==> src/rtl/npv_pkg.sv <==
// Package for the node path validator: item structs, status codes and byte constants.
// No dependencies; used by npv_step and node_path_validator_unit.
`default_nettype none

package npv_pkg;

    // Characters the scan looks for.
    localparam logic [7:0] CH_SLASH = 8'h2F;
    localparam logic [7:0] CH_DOT   = 8'h2E;
    localparam logic [7:0] CH_ONE   = 8'h31;
    localparam logic [7:0] CH_NUL   = 8'h00;

    // Width of the reported error position.
    localparam int unsigned EPOS_W = 12;

    // Verdict codes; ST_OK also means "no scan error held".
    typedef enum logic [2:0] {
        ST_OK         = 3'd0,
        ST_EMPTY      = 3'd1,
        ST_NO_LEAD    = 3'd2,
        ST_TRAIL      = 3'd3,
        ST_NULL       = 3'd4,
        ST_EMPTY_NODE = 3'd5,
        ST_RELATIVE   = 3'd6
    } status_t;

    // One input item.
    typedef struct packed {
        logic [7:0] char_byte;
        logic       is_last;
        logic       end_only;
        logic       sequential;
    } in_item_t;

    // One result item.
    typedef struct packed {
        status_t             status;
        logic [EPOS_W-1:0]   error_position;
    } out_item_t;

    // Scan state apart from the byte count.
    typedef struct packed {
        logic [7:0]          prev_byte;
        logic [7:0]          prev_prev_byte;
        logic                first_byte_bad;
        logic                pending_dot;
        logic [EPOS_W-1:0]   pending_dot_position;
        status_t             scan_error_code;
        logic [EPOS_W-1:0]   scan_error_position;
    } scan_state_t;

    // Scan state after reset and after each path end.
    localparam scan_state_t SCAN_RESET = '{
        prev_byte:            CH_SLASH,
        prev_prev_byte:       CH_NUL,
        first_byte_bad:       1'b0,
        pending_dot:          1'b0,
        pending_dot_position: '0,
        scan_error_code:      ST_OK,
        scan_error_position:  '0
    };

endpackage

`default_nettype wire

==> src/rtl/npv_step.sv <==
// Combinational scan of one path byte: updates the neighbor bytes, pending dot and first error.
// Depends on npv_pkg.
`default_nettype none

module npv_step
    import npv_pkg::*;
#(
    parameter int unsigned MAX_PATH_LEN = 4096,
    parameter int unsigned POS_W        = 13
) (
    input  wire scan_state_t        state_in,
    input  wire logic [POS_W-1:0]   pos_in,
    input  wire logic [7:0]         char_in,
    output      scan_state_t        state_out,
    output      logic [POS_W-1:0]   pos_out
);

    localparam logic [POS_W-1:0] POS_MAX  = POS_W'(MAX_PATH_LEN);
    localparam logic [POS_W-1:0] POS_LAST = POS_W'(MAX_PATH_LEN - 1);

    logic                 below_max;
    logic [POS_W-1:0]     idx_full;
    logic [EPOS_W-1:0]    idx;

    // Index of this byte; saturates at the last legal position.
    assign below_max = (pos_in < POS_MAX);
    assign idx_full  = below_max ? pos_in : POS_LAST;
    assign idx       = EPOS_W'(idx_full);
    assign pos_out   = below_max ? (pos_in + POS_W'(1)) : pos_in;

    // Scan rules; the first error found is kept.
    always_comb begin
        scan_state_t s;
        logic        comp;
        s    = state_in;
        comp = 1'b0;
        if (pos_in == '0) begin
            s.first_byte_bad = (char_in != CH_SLASH);
        end else if (s.scan_error_code == ST_OK) begin
            // A pending dot closes a relative component when a slash follows.
            if (s.pending_dot) begin
                if (char_in == CH_SLASH) begin
                    s.scan_error_code     = ST_RELATIVE;
                    s.scan_error_position = s.pending_dot_position;
                end
                s.pending_dot = 1'b0;
            end
            if (s.scan_error_code == ST_OK) begin
                if (char_in == CH_NUL) begin
                    s.scan_error_code     = ST_NULL;
                    s.scan_error_position = idx;
                end else if (char_in == CH_SLASH && state_in.prev_byte == CH_SLASH) begin
                    s.scan_error_code     = ST_EMPTY_NODE;
                    s.scan_error_position = idx;
                end else if (char_in == CH_DOT) begin
                    comp = (state_in.prev_byte == CH_DOT) ?
                           (state_in.prev_prev_byte == CH_SLASH) :
                           (state_in.prev_byte == CH_SLASH);
                    if (comp) begin
                        s.pending_dot          = 1'b1;
                        s.pending_dot_position = idx;
                    end
                end
            end
        end
        s.prev_prev_byte = state_in.prev_byte;
        s.prev_byte      = char_in;
        state_out        = s;
    end

endmodule

`default_nettype wire

==> src/rtl/node_path_validator_unit.sv <==
// Top level of the node path validator: state registers, end-of-path verdict, output skid buffer.
// Depends on npv_pkg and npv_step.
//
//  Channel   Ports                       Moves
//  input     s_valid, s_ready, s_item    one path byte or a bare end marker per item
//  result    m_valid, m_ready, m_item    one verdict per path, after its final item
//
// One item is accepted per cycle while s_ready is high; its verdict is registered.
// The whole scan, including the appended '1' in sequential mode, is one combinational pass.
// Reset (aresetn low at a clock edge) clears the scan state and empties both result entries.
// A two-entry result buffer keeps s_ready high while one verdict waits on m_ready;
// s_ready drops only when both entries are full.
`default_nettype none

module node_path_validator_unit
    import npv_pkg::*;
#(
    parameter int unsigned MAX_PATH_LEN = 4096
) (
    input  wire logic      aclk,
    input  wire logic      aresetn,
    input  wire logic      s_valid,
    output      logic      s_ready,
    input  wire in_item_t  s_item,
    output      logic      m_valid,
    input  wire logic      m_ready,
    output      out_item_t m_item
);

    localparam int unsigned POS_W = $clog2(MAX_PATH_LEN + 1);

    scan_state_t          state_reg, state_next;
    logic [POS_W-1:0]     pos_reg, pos_next;
    out_item_t            main_reg, main_next;
    out_item_t            skid_reg, skid_next;
    logic                 main_valid_reg, main_valid_next;
    logic                 skid_valid_reg, skid_valid_next;

    scan_state_t          byte_state, seq_state, mid_state, end_state;
    logic [POS_W-1:0]     byte_pos, seq_pos, mid_pos, end_pos;
    logic                 in_fire, out_fire, path_done, res_valid;
    out_item_t            result;

    assign in_fire   = s_valid && s_ready;
    assign out_fire  = main_valid_reg && m_ready;
    assign path_done = s_item.end_only || s_item.is_last;
    assign res_valid = in_fire && path_done;

    // Scan of the received byte.
    npv_step #(.MAX_PATH_LEN(MAX_PATH_LEN), .POS_W(POS_W)) u_byte_step (
        .state_in  (state_reg),
        .pos_in    (pos_reg),
        .char_in   (s_item.char_byte),
        .state_out (byte_state),
        .pos_out   (byte_pos)
    );

    // A bare end marker adds no byte.
    assign mid_state = s_item.end_only ? state_reg : byte_state;
    assign mid_pos   = s_item.end_only ? pos_reg   : byte_pos;

    // Scan of the virtual '1' appended in sequential mode.
    npv_step #(.MAX_PATH_LEN(MAX_PATH_LEN), .POS_W(POS_W)) u_seq_step (
        .state_in  (mid_state),
        .pos_in    (mid_pos),
        .char_in   (CH_ONE),
        .state_out (seq_state),
        .pos_out   (seq_pos)
    );

    // Verdict from the state at path end; header checks win over scan errors.
    always_comb begin
        scan_state_t e;
        e = s_item.sequential ? seq_state : mid_state;
        if (e.scan_error_code == ST_OK && e.pending_dot) begin
            e.scan_error_code     = ST_RELATIVE;
            e.scan_error_position = e.pending_dot_position;
        end
        end_state = e;
    end

    assign end_pos = s_item.sequential ? seq_pos : mid_pos;

    always_comb begin
        result.status         = ST_OK;
        result.error_position = '0;
        if (end_pos == '0) begin
            result.status = ST_EMPTY;
        end else if (end_state.first_byte_bad) begin
            result.status = ST_NO_LEAD;
        end else if (end_pos == POS_W'(1)) begin
            result.status = ST_OK;
        end else if (end_state.prev_byte == CH_SLASH) begin
            result.status = ST_TRAIL;
        end else if (end_state.scan_error_code != ST_OK) begin
            result.status         = end_state.scan_error_code;
            result.error_position = end_state.scan_error_position;
        end
    end

    // Scan state: advance on each byte, clear at path end.
    always_comb begin
        state_next = state_reg;
        pos_next   = pos_reg;
        if (in_fire) begin
            if (path_done) begin
                state_next = SCAN_RESET;
                pos_next   = '0;
            end else begin
                state_next = byte_state;
                pos_next   = byte_pos;
            end
        end
    end

    // Result buffer: main entry drives the port, skid entry catches a verdict under stall.
    always_comb begin
        main_next       = main_reg;
        skid_next       = skid_reg;
        main_valid_next = main_valid_reg;
        skid_valid_next = skid_valid_reg;
        if (skid_valid_reg) begin
            if (out_fire) begin
                main_next       = skid_reg;
                skid_valid_next = 1'b0;
            end
        end else if (!main_valid_reg || out_fire) begin
            main_valid_next = res_valid;
            main_next       = result;
        end else if (res_valid) begin
            skid_next       = result;
            skid_valid_next = 1'b1;
        end
    end

    always_ff @(posedge aclk) begin
        if (!aresetn) begin
            state_reg      <= SCAN_RESET;
            pos_reg        <= '0;
            main_valid_reg <= 1'b0;
            skid_valid_reg <= 1'b0;
        end else begin
            state_reg      <= state_next;
            pos_reg        <= pos_next;
            main_valid_reg <= main_valid_next;
            skid_valid_reg <= skid_valid_next;
        end
    end

    always_ff @(posedge aclk) begin
        main_reg <= main_next;
        skid_reg <= skid_next;
    end

    assign s_ready = !skid_valid_reg;
    assign m_valid = main_valid_reg;
    assign m_item  = main_reg;

    // The skid entry is only filled behind a waiting main entry.
    a_skid_behind_main: assert property (@(posedge aclk) disable iff (!aresetn)
        skid_valid_reg |-> main_valid_reg)
        else $error("skid entry holds a verdict while the main entry is empty");

    // Every path end leaves the scan state cleared for the next path.
    a_clear_after_end: assert property (@(posedge aclk) disable iff (!aresetn)
        (s_valid && s_ready && (s_item.end_only || s_item.is_last))
        |=> (pos_reg == '0 && state_reg == SCAN_RESET))
        else $error("scan state not cleared after path end");

    // Header verdicts carry no error position.
    a_header_no_pos: assert property (@(posedge aclk) disable iff (!aresetn)
        (main_valid_reg && (main_reg.status == ST_OK || main_reg.status == ST_EMPTY ||
                            main_reg.status == ST_NO_LEAD || main_reg.status == ST_TRAIL))
        |-> (main_reg.error_position == '0))
        else $error("error position set on a verdict without a scan error");

endmodule

`default_nettype wire
==> config.mk <==
export PLATFORM = sky130hd
export DESIGN_NAME = node_path_validator_unit
export DESIGN_NICKNAME = d
export VERILOG_FILES = /design/src/rtl/npv_pkg.sv /design/src/rtl/npv_step.sv /design/src/rtl/node_path_validator_unit.sv
export SDC_FILE = /design/constraint.sdc
export NUM_CORES = 1
export LEC_CHECK = 0
export ABC_AREA = 1
export BUFFER_PORTS_ARGS = -buffer_cell sky130_fd_sc_hd__buf_2
export CORE_MARGIN = 2
export CORE_UTILIZATION = 45
export CTS_CLUSTER_DIAMETER = 150
export CTS_CLUSTER_SIZE = 8
export DETAILED_ROUTE_END_ITERATION = 12
export GPL_ROUTABILITY_DRIVEN = 0
export GPL_TIMING_DRIVEN = 0
export PLACE_DENSITY = 0.74
export SLEW_MARGIN = 20
export SYNTH_ARGS = -nofsm -noshare
export SYNTH_HDL_FRONTEND = slang
export SYNTH_SLANG_ARGS = --single-unit
==> constraint.sdc <==
create_clock -name aclk -period 2.8 [get_ports aclk]
set_clock_uncertainty 0.2 [all_clocks]
set_input_delay 0.56 -clock aclk [delete_from_list [all_inputs] [get_ports aclk]]
set_output_delay 0.56 -clock aclk [all_outputs]
set_load 0.05 [all_outputs]
==> metrics.yaml, run 1 <==
final_hold_viol_count: 0
grt_pass1_vias: 6063
ant_nets: 0
ir_drop_uv: 297
seq_area_frac_synth: 0.341
firstDrtPassIters: 6
viasPerCell: 5.41
clk_pin_slew_ns: 0.07
finalCriticalPeriod_ns: 2.99
vias: 6602
fp.dieW_um: 121
grt_overflow: 0
crit_top_cell: "nand2_2"
slew_viol_final: 0
syn_to_final_growth_pct: 24.9
htreeDepth: 3
regToRegSetupSlack_ns: -0.19
critical_path_required_ns: 2.72
cp_slowest_cell: "dfxtp_4"
max_stage_delay_ns: 0.40
cp-start-kind: "register"
diodes: 0
syn-cell-area_um2: 6160
critPathMaxFanout: 5
place_hpwl_um: 12500
period_share: 1.07
max_freq_mhz: 334
cts_made_buffers: 9
grt_pass1_wl_um: 29900
critPathKind: "reg2reg"
slew_headroom: 0.475
rsz0062_at_grt: "true"
crit_chain: "inv_4, ha_4, nand2_2, nand2_2, nand2_2, o21ai_4, buf_6, ha_4, nand2_4, nor2_4, nand2_4, inv_4, nand4_1, a21oi_4, nand3_4, buf_6, and3_1"
grt_use_total: 0.257
tightestPinTransition_ns: 0.787
final_nets: 1060
power.density_nw_per_um2: 414
grt_max_degree: 20
drtIter0Drc: 706
synth_nets: 983
status: "finished, violations left"
start_util: 0.463
netlist_instances: 963
ys_warn_count: 0
io_buffers: 31
cts_tree: "done"
chipHeight_um: 121
coreArea_um2: 13300
nFillCells: 1221
clockBufferDepth: 2
antenna_found_initial: 0
postLayoutCoreUtil: 0.579
end_kind: "register"
cp.arrival_ns: 2.91
yosys-top-cells-area: "nand2_1 21%, dfxtp_1 19%, edfxtp_1 15%"
synth_top_area_share: 0.211
drc_errors: 0
ctsRootBufferMaster: "clkbuf_16"
setup_ws_ns: -0.190
wire_per_inst_um: 15.0
finalSetupViolations: 28
ios: 32
dieArea_um2: 14600
hold_buffers: 0
clock_sinks: 90
drv_cap: 0
clkLatencyLatePin_ns: 0.36
ys_types: 40
drive_above_1_share: 0.252
wl_um: 18300
failed_checks: "setup timing"
p_leak_nw: 3.40
hold_path.class: "reg2reg"
synth_seq_cells: 90
synth_top_area_cell: "nand2_1"
power_mw: 3.18
largest_reg_flops: 45
rows: 42
syn_avg_cell_area_um2: 6.40
==> kinds of logic after synthesis <==
| group | Yosys count | synth area share |
|---|---|---|
| AOI/OAI and AO/OA | 106 | 0.0924 |
| xor gates and xnor gates | 6 | 0.00853 |
| adders and majority gates | 5 | 0.0102 |
| buffers and inverters | 125 | 0.0857 |
| DFF | 90 | 0.341 |
| muxes | 10 | 0.0162 |
| and+or+nand+nor | 621 | 0.446 |
==> cell type report <==
class / instances / area, um^2 / area share
clock inverters: 7 / 76.3 / 0.00992
multi-input cells: 750 / 4040 / 0.525
plain buffers: 48 / 288 / 0.0374
inverters: 77 / 300 / 0.0390
repair buffers: 64 / 433 / 0.0562
flip-flops and latches: 90 / 2120 / 0.275
well taps: 176 / 220 / 0.0286
clock buffers: 9 / 225 / 0.0293
==> worst paths after layout <==
path,from,end,cells after the start
worst max-delay path,pos_reg[0],skid_reg[4],17
worst min-delay path,state_reg[35],state_reg[35],2
worst max register to register,pos_reg[0],skid_reg[4],17
worst min register to register,state_reg[35],state_reg[35],2
==> worst max-delay path: cells and delay by family (launching register included) <==
family,cells,cell delay (ns)
AND/OR/NAND/NOR,9,0.91
flip-flops,1,0.40
AO/OA/AOI/OAI,2,0.39
buffers and inverters,4,0.44
adder cells (fa/ha/maj),2,0.40
==> layer usage <==
| metal | global-route usage | part of all wire | vias to the layer above |
|---|---|---|---|
| met5 | 0 | 0 | - |
| met2 | 0.423 | 0.47 | 255 |
| met4 | 0.0938 | 0.027 | 0 |
| met3 | 0.0550 | 0.076 | 38 |
| met1 | 0.332 | 0.43 | 3003 |
| li1 | - | - | 3306 |
==> cells in the final DEF (no fill, tap or decap), drive strengths merged <==
cell type and count:
inv 80, xnor2 2, buf 88, clkinv 4, a21oi 59, or2 2, a2bb2oi 1, and3 12
o211ai 5, o22ai 2, nand4 29, dfxtp 60, nor3 4, a211oi 1, o21ai 35, xor2 4
nor2 98, ha 5, a31oi 1, nand3 111, nand2 366, clkbuf 33, a21boi 2, nand3b 1
edfxtp 30, mux2i 10
==> what timing repair did <==
action / in CTS / in global routing
setup buffers: 22 / 6
endpoints found under the setup margin: 75 / 62
gates cloned: 7 / 0
gates resized for setup: 124 / 38
pin swaps: 46 / 26
==> power by group <==
group | switching (mW) | internal, mW
registers | 0.0132 | 1.38
logic | 0.364 | 0.168
clock network | 0.621 | 0.637
==> cell usage after synthesis, drive strengths merged <==
cell and n:
clkinv 4, xnor2 2, inv 73, nand4 29, nand3 109, nand2 366
mux2i 10, nor3 4, o22ai 2, and3 12, a2bb2oi 1, clkbuf 22
a21boi 2, or2 2, a31oi 1, xor2 4, edfxtp 30, o21ai 35
dfxtp 60, nor2 98, a21oi 59, a211oi 1, nand3b 1, buf 26
o211ai 5, ha 5
==> stage by stage <==
| stage | setup slack (ns) | cell area [um^2] | TNS [ns] | std cells | hold WS, ns |
|---|---|---|---|---|---|
| finish | -0.190 | 7700 | -3.93 | 1221 | 0.266 |
| detailed placement | -0.464 | 6580 | -20.60 | 1170 | 0.259 |
| global placement | -0.463 | 6580 | -20.11 | 1170 | 0.254 |
| global route | -0.313 | 7700 | -7.08 | 1221 | 0.291 |
| floorplan | 0.00784 | 6200 | 0 | 963 | 0.245 |
| CTS | -0.117 | 7530 | -1.18 | 1215 | 0.268 |
(Power assumes the default switching activity.)
==> run 2, diff against run 1 <==
CAP_MARGIN = 20   (was default)
PLACE_DENSITY = default   (was 0.74)
==> run 2 against run 1 <==
  * The run still ends with setup timing left
  * First-iteration DRC count fell by 14%
  * Sequential power barely moved
  * Fmax fell by 1.3%
  * Hold slack better by 0.0034 ns
  * Critical endpoint is now skid_reg[7]
  * Largest power group unchanged
==> metrics.yaml, run 2 (synthesis results as in run 1) <==
rows: 42  # unchanged
period_share: 1.08  # was 1.07
dieArea_um2: 14600  # unchanged
cp.arrival_ns: 2.95  # was 2.91 ns
grt_overflow: 0  # unchanged
clockBufferDepth: 2  # unchanged
regArea_um2: 2120  # unchanged
hold_path.class: "reg2reg"  # unchanged
critical_path_required_ns: 2.72  # about the same
place_hpwl_um: 13200  # was 12500 um
diodes: 0  # unchanged
rsz0062_at_grt: "true"  # unchanged
cts_made_buffers: 9  # unchanged
grt_pass1_vias: 5986  # was 6063
critPathMaxFanout: 5  # unchanged
ant_nets: 0  # unchanged
cts_tree: "done"  # unchanged
hold_buffers: 0  # unchanged
multi_input_area_um2: 4090  # was 4040 um^2
power.density_nw_per_um2: 415  # was 414 nW/um^2
grt_use_total: 0.266  # was 0.257
clock_sinks: 90  # unchanged
antenna_found_initial: 0  # unchanged
power_mw: 3.29  # was 3.18 mW
io_buffers: 31  # unchanged
final_nets: 1076  # was 1060
finalNonFillerCells: 1237  # was 1221
syn_to_final_growth_pct: 28.7  # was 24.9%
chipHeight_um: 121  # unchanged
layout_common_cells: "324 x nand2_1, 86 x nand3_1, 55 x dfxtp_1"  # was 323 x nand2_1, 91 x nand3_1, 56 x inv_1
coreArea_um2: 13300  # unchanged
failed_checks: "setup timing"  # unchanged
grt_pass1_wl_um: 30500  # was 29900 um
wire_per_inst_um: 15.6  # was 15.0 um
wl_um: 19300  # was 18300 um
finalCriticalPeriod_ns: 3.03  # was 2.99 ns
firstDrtPassIters: 5  # was 6
setup_ws_ns: -0.230  # was -0.190 ns
nFillCells: 1268  # was 1221
ctsRootBufferMaster: "clkbuf_16"  # unchanged
tightestPinTransition_ns: 0.810  # was 0.787 ns
final_hold_viol_count: 0  # unchanged
max_freq_mhz: 330  # was 334 MHz
drtIter0Drc: 606  # was 706
fin_area_um2: 7930  # was 7700 um^2
htreeDepth: 3  # unchanged
p_leak_nw: 3.53  # was 3.40 nW
mostFrequentLayoutCell: "nand2_1"  # unchanged
start_util: 0.463  # unchanged
vias: 6619  # was 6602
finalSetupViolations: 31  # was 28
slew_viol_final: 0  # unchanged
ir_drop_uv: 307  # was 297 uV
ios: 32  # unchanged
grt_max_degree: 19  # was 20
fp.dieW_um: 121  # unchanged
end_kind: "register"  # unchanged
drv_cap: 0  # unchanged
drc_errors: 0  # unchanged
critPathKind: "reg2reg"  # unchanged
status: "finished, violations left"  # unchanged
clkLatencyLatePin_ns: 0.36  # about the same
dp_cells: 1170  # unchanged
clk_pin_slew_ns: 0.07  # about the same
placedInstanceArea_um2: 6580  # unchanged
postLayoutCoreUtil: 0.596  # was 0.579
cp-start-kind: "register"  # unchanged
slew_headroom: 0.460  # was 0.475
drive_above_1_share: 0.272  # was 0.252
viasPerCell: 5.35  # was 5.41
largest_reg_flops: 45  # unchanged
## run 2: area by class of cell
cell class | count | share of cell area
Clock buffer | 9 | 0.0284
Timing Repair Buffer | 82 | 0.0767
Multi-Input combinational cell | 750 | 0.515
Sequential cell | 90 | 0.267
Inverter | 77 | 0.0383
Clock inverter | 7 | 0.0120
Tap cell | 176 | 0.0278
Buffer | 46 | 0.0346
## run 2: final timing paths
path                               startpoint             to  slack [ns]  cells after the start
worst max-delay path               pos_reg[0]    skid_reg[7]       -0.23                     17
worst min-delay path            state_reg[32]  state_reg[32]        0.27                      2
worst max register to register     pos_reg[0]    skid_reg[7]       -0.23                     17
worst min register to register  state_reg[32]  state_reg[32]        0.27                      2
## run 2: what timing repair did
| action | 4_1_cts | 5_1_grt |
|---|---|---|
| pin swaps | 54 | 41 |
| setup buffers | 38 | 7 |
| gates cloned | 8 | 1 |
| endpoints found under the setup margin | 75 | 61 |
| gates resized for setup | 130 | 44 |
## run 2: per-stage QoR
stage	worst slack [ns]	setup TNS, ns	hold slack (ns)
finish	-0.230	-5.47	0.270
global route	-0.354	-8.91	0.279
CTS	-0.124	-2.43	0.266
detailed placement	-0.534	-24.78	0.257
global placement	-0.532	-24.62	0.252
floorplan	0.00784	0	0.245
## run 2: per-layer routing
layer,GRT usage,vias to the layer above,share of wire
met5,0,-,0
met4,0.0894,0,0.027
met3,0.0404,32,0.064
met2,0.422,237,0.45
met1,0.370,3008,0.46
li1,-,3342,-
## run 2: worst max-delay path, cell delays in order, from the launching register on
cell,delay (ns)
dfxtp_4,0.38
inv_4,0.04
ha_4,0.25
nand2_2,0.04
nand2_2,0.06
nand2_2,0.06
o21ai_4,0.13
buf_12,0.14
ha_4,0.14
nand2_4,0.06
nor2_4,0.14
nand2_4,0.08
inv_4,0.05
nand4_1,0.14
a21oi_4,0.31
nand3_4,0.19
buf_6,0.18
and3_1,0.17
## run 2: where the power goes
group / internal (mW) / total [mW] / leakage (nW) / switching (mW)
combinational: 0.181 / 0.563 / 2.57 / 0.382
sequential: 1.38 / 1.39 / 0.796 / 0.0132
clock: 0.721 / 1.33 / 0.157 / 0.609
total: 2.28 / 3.29 / 3.53 / 1.00
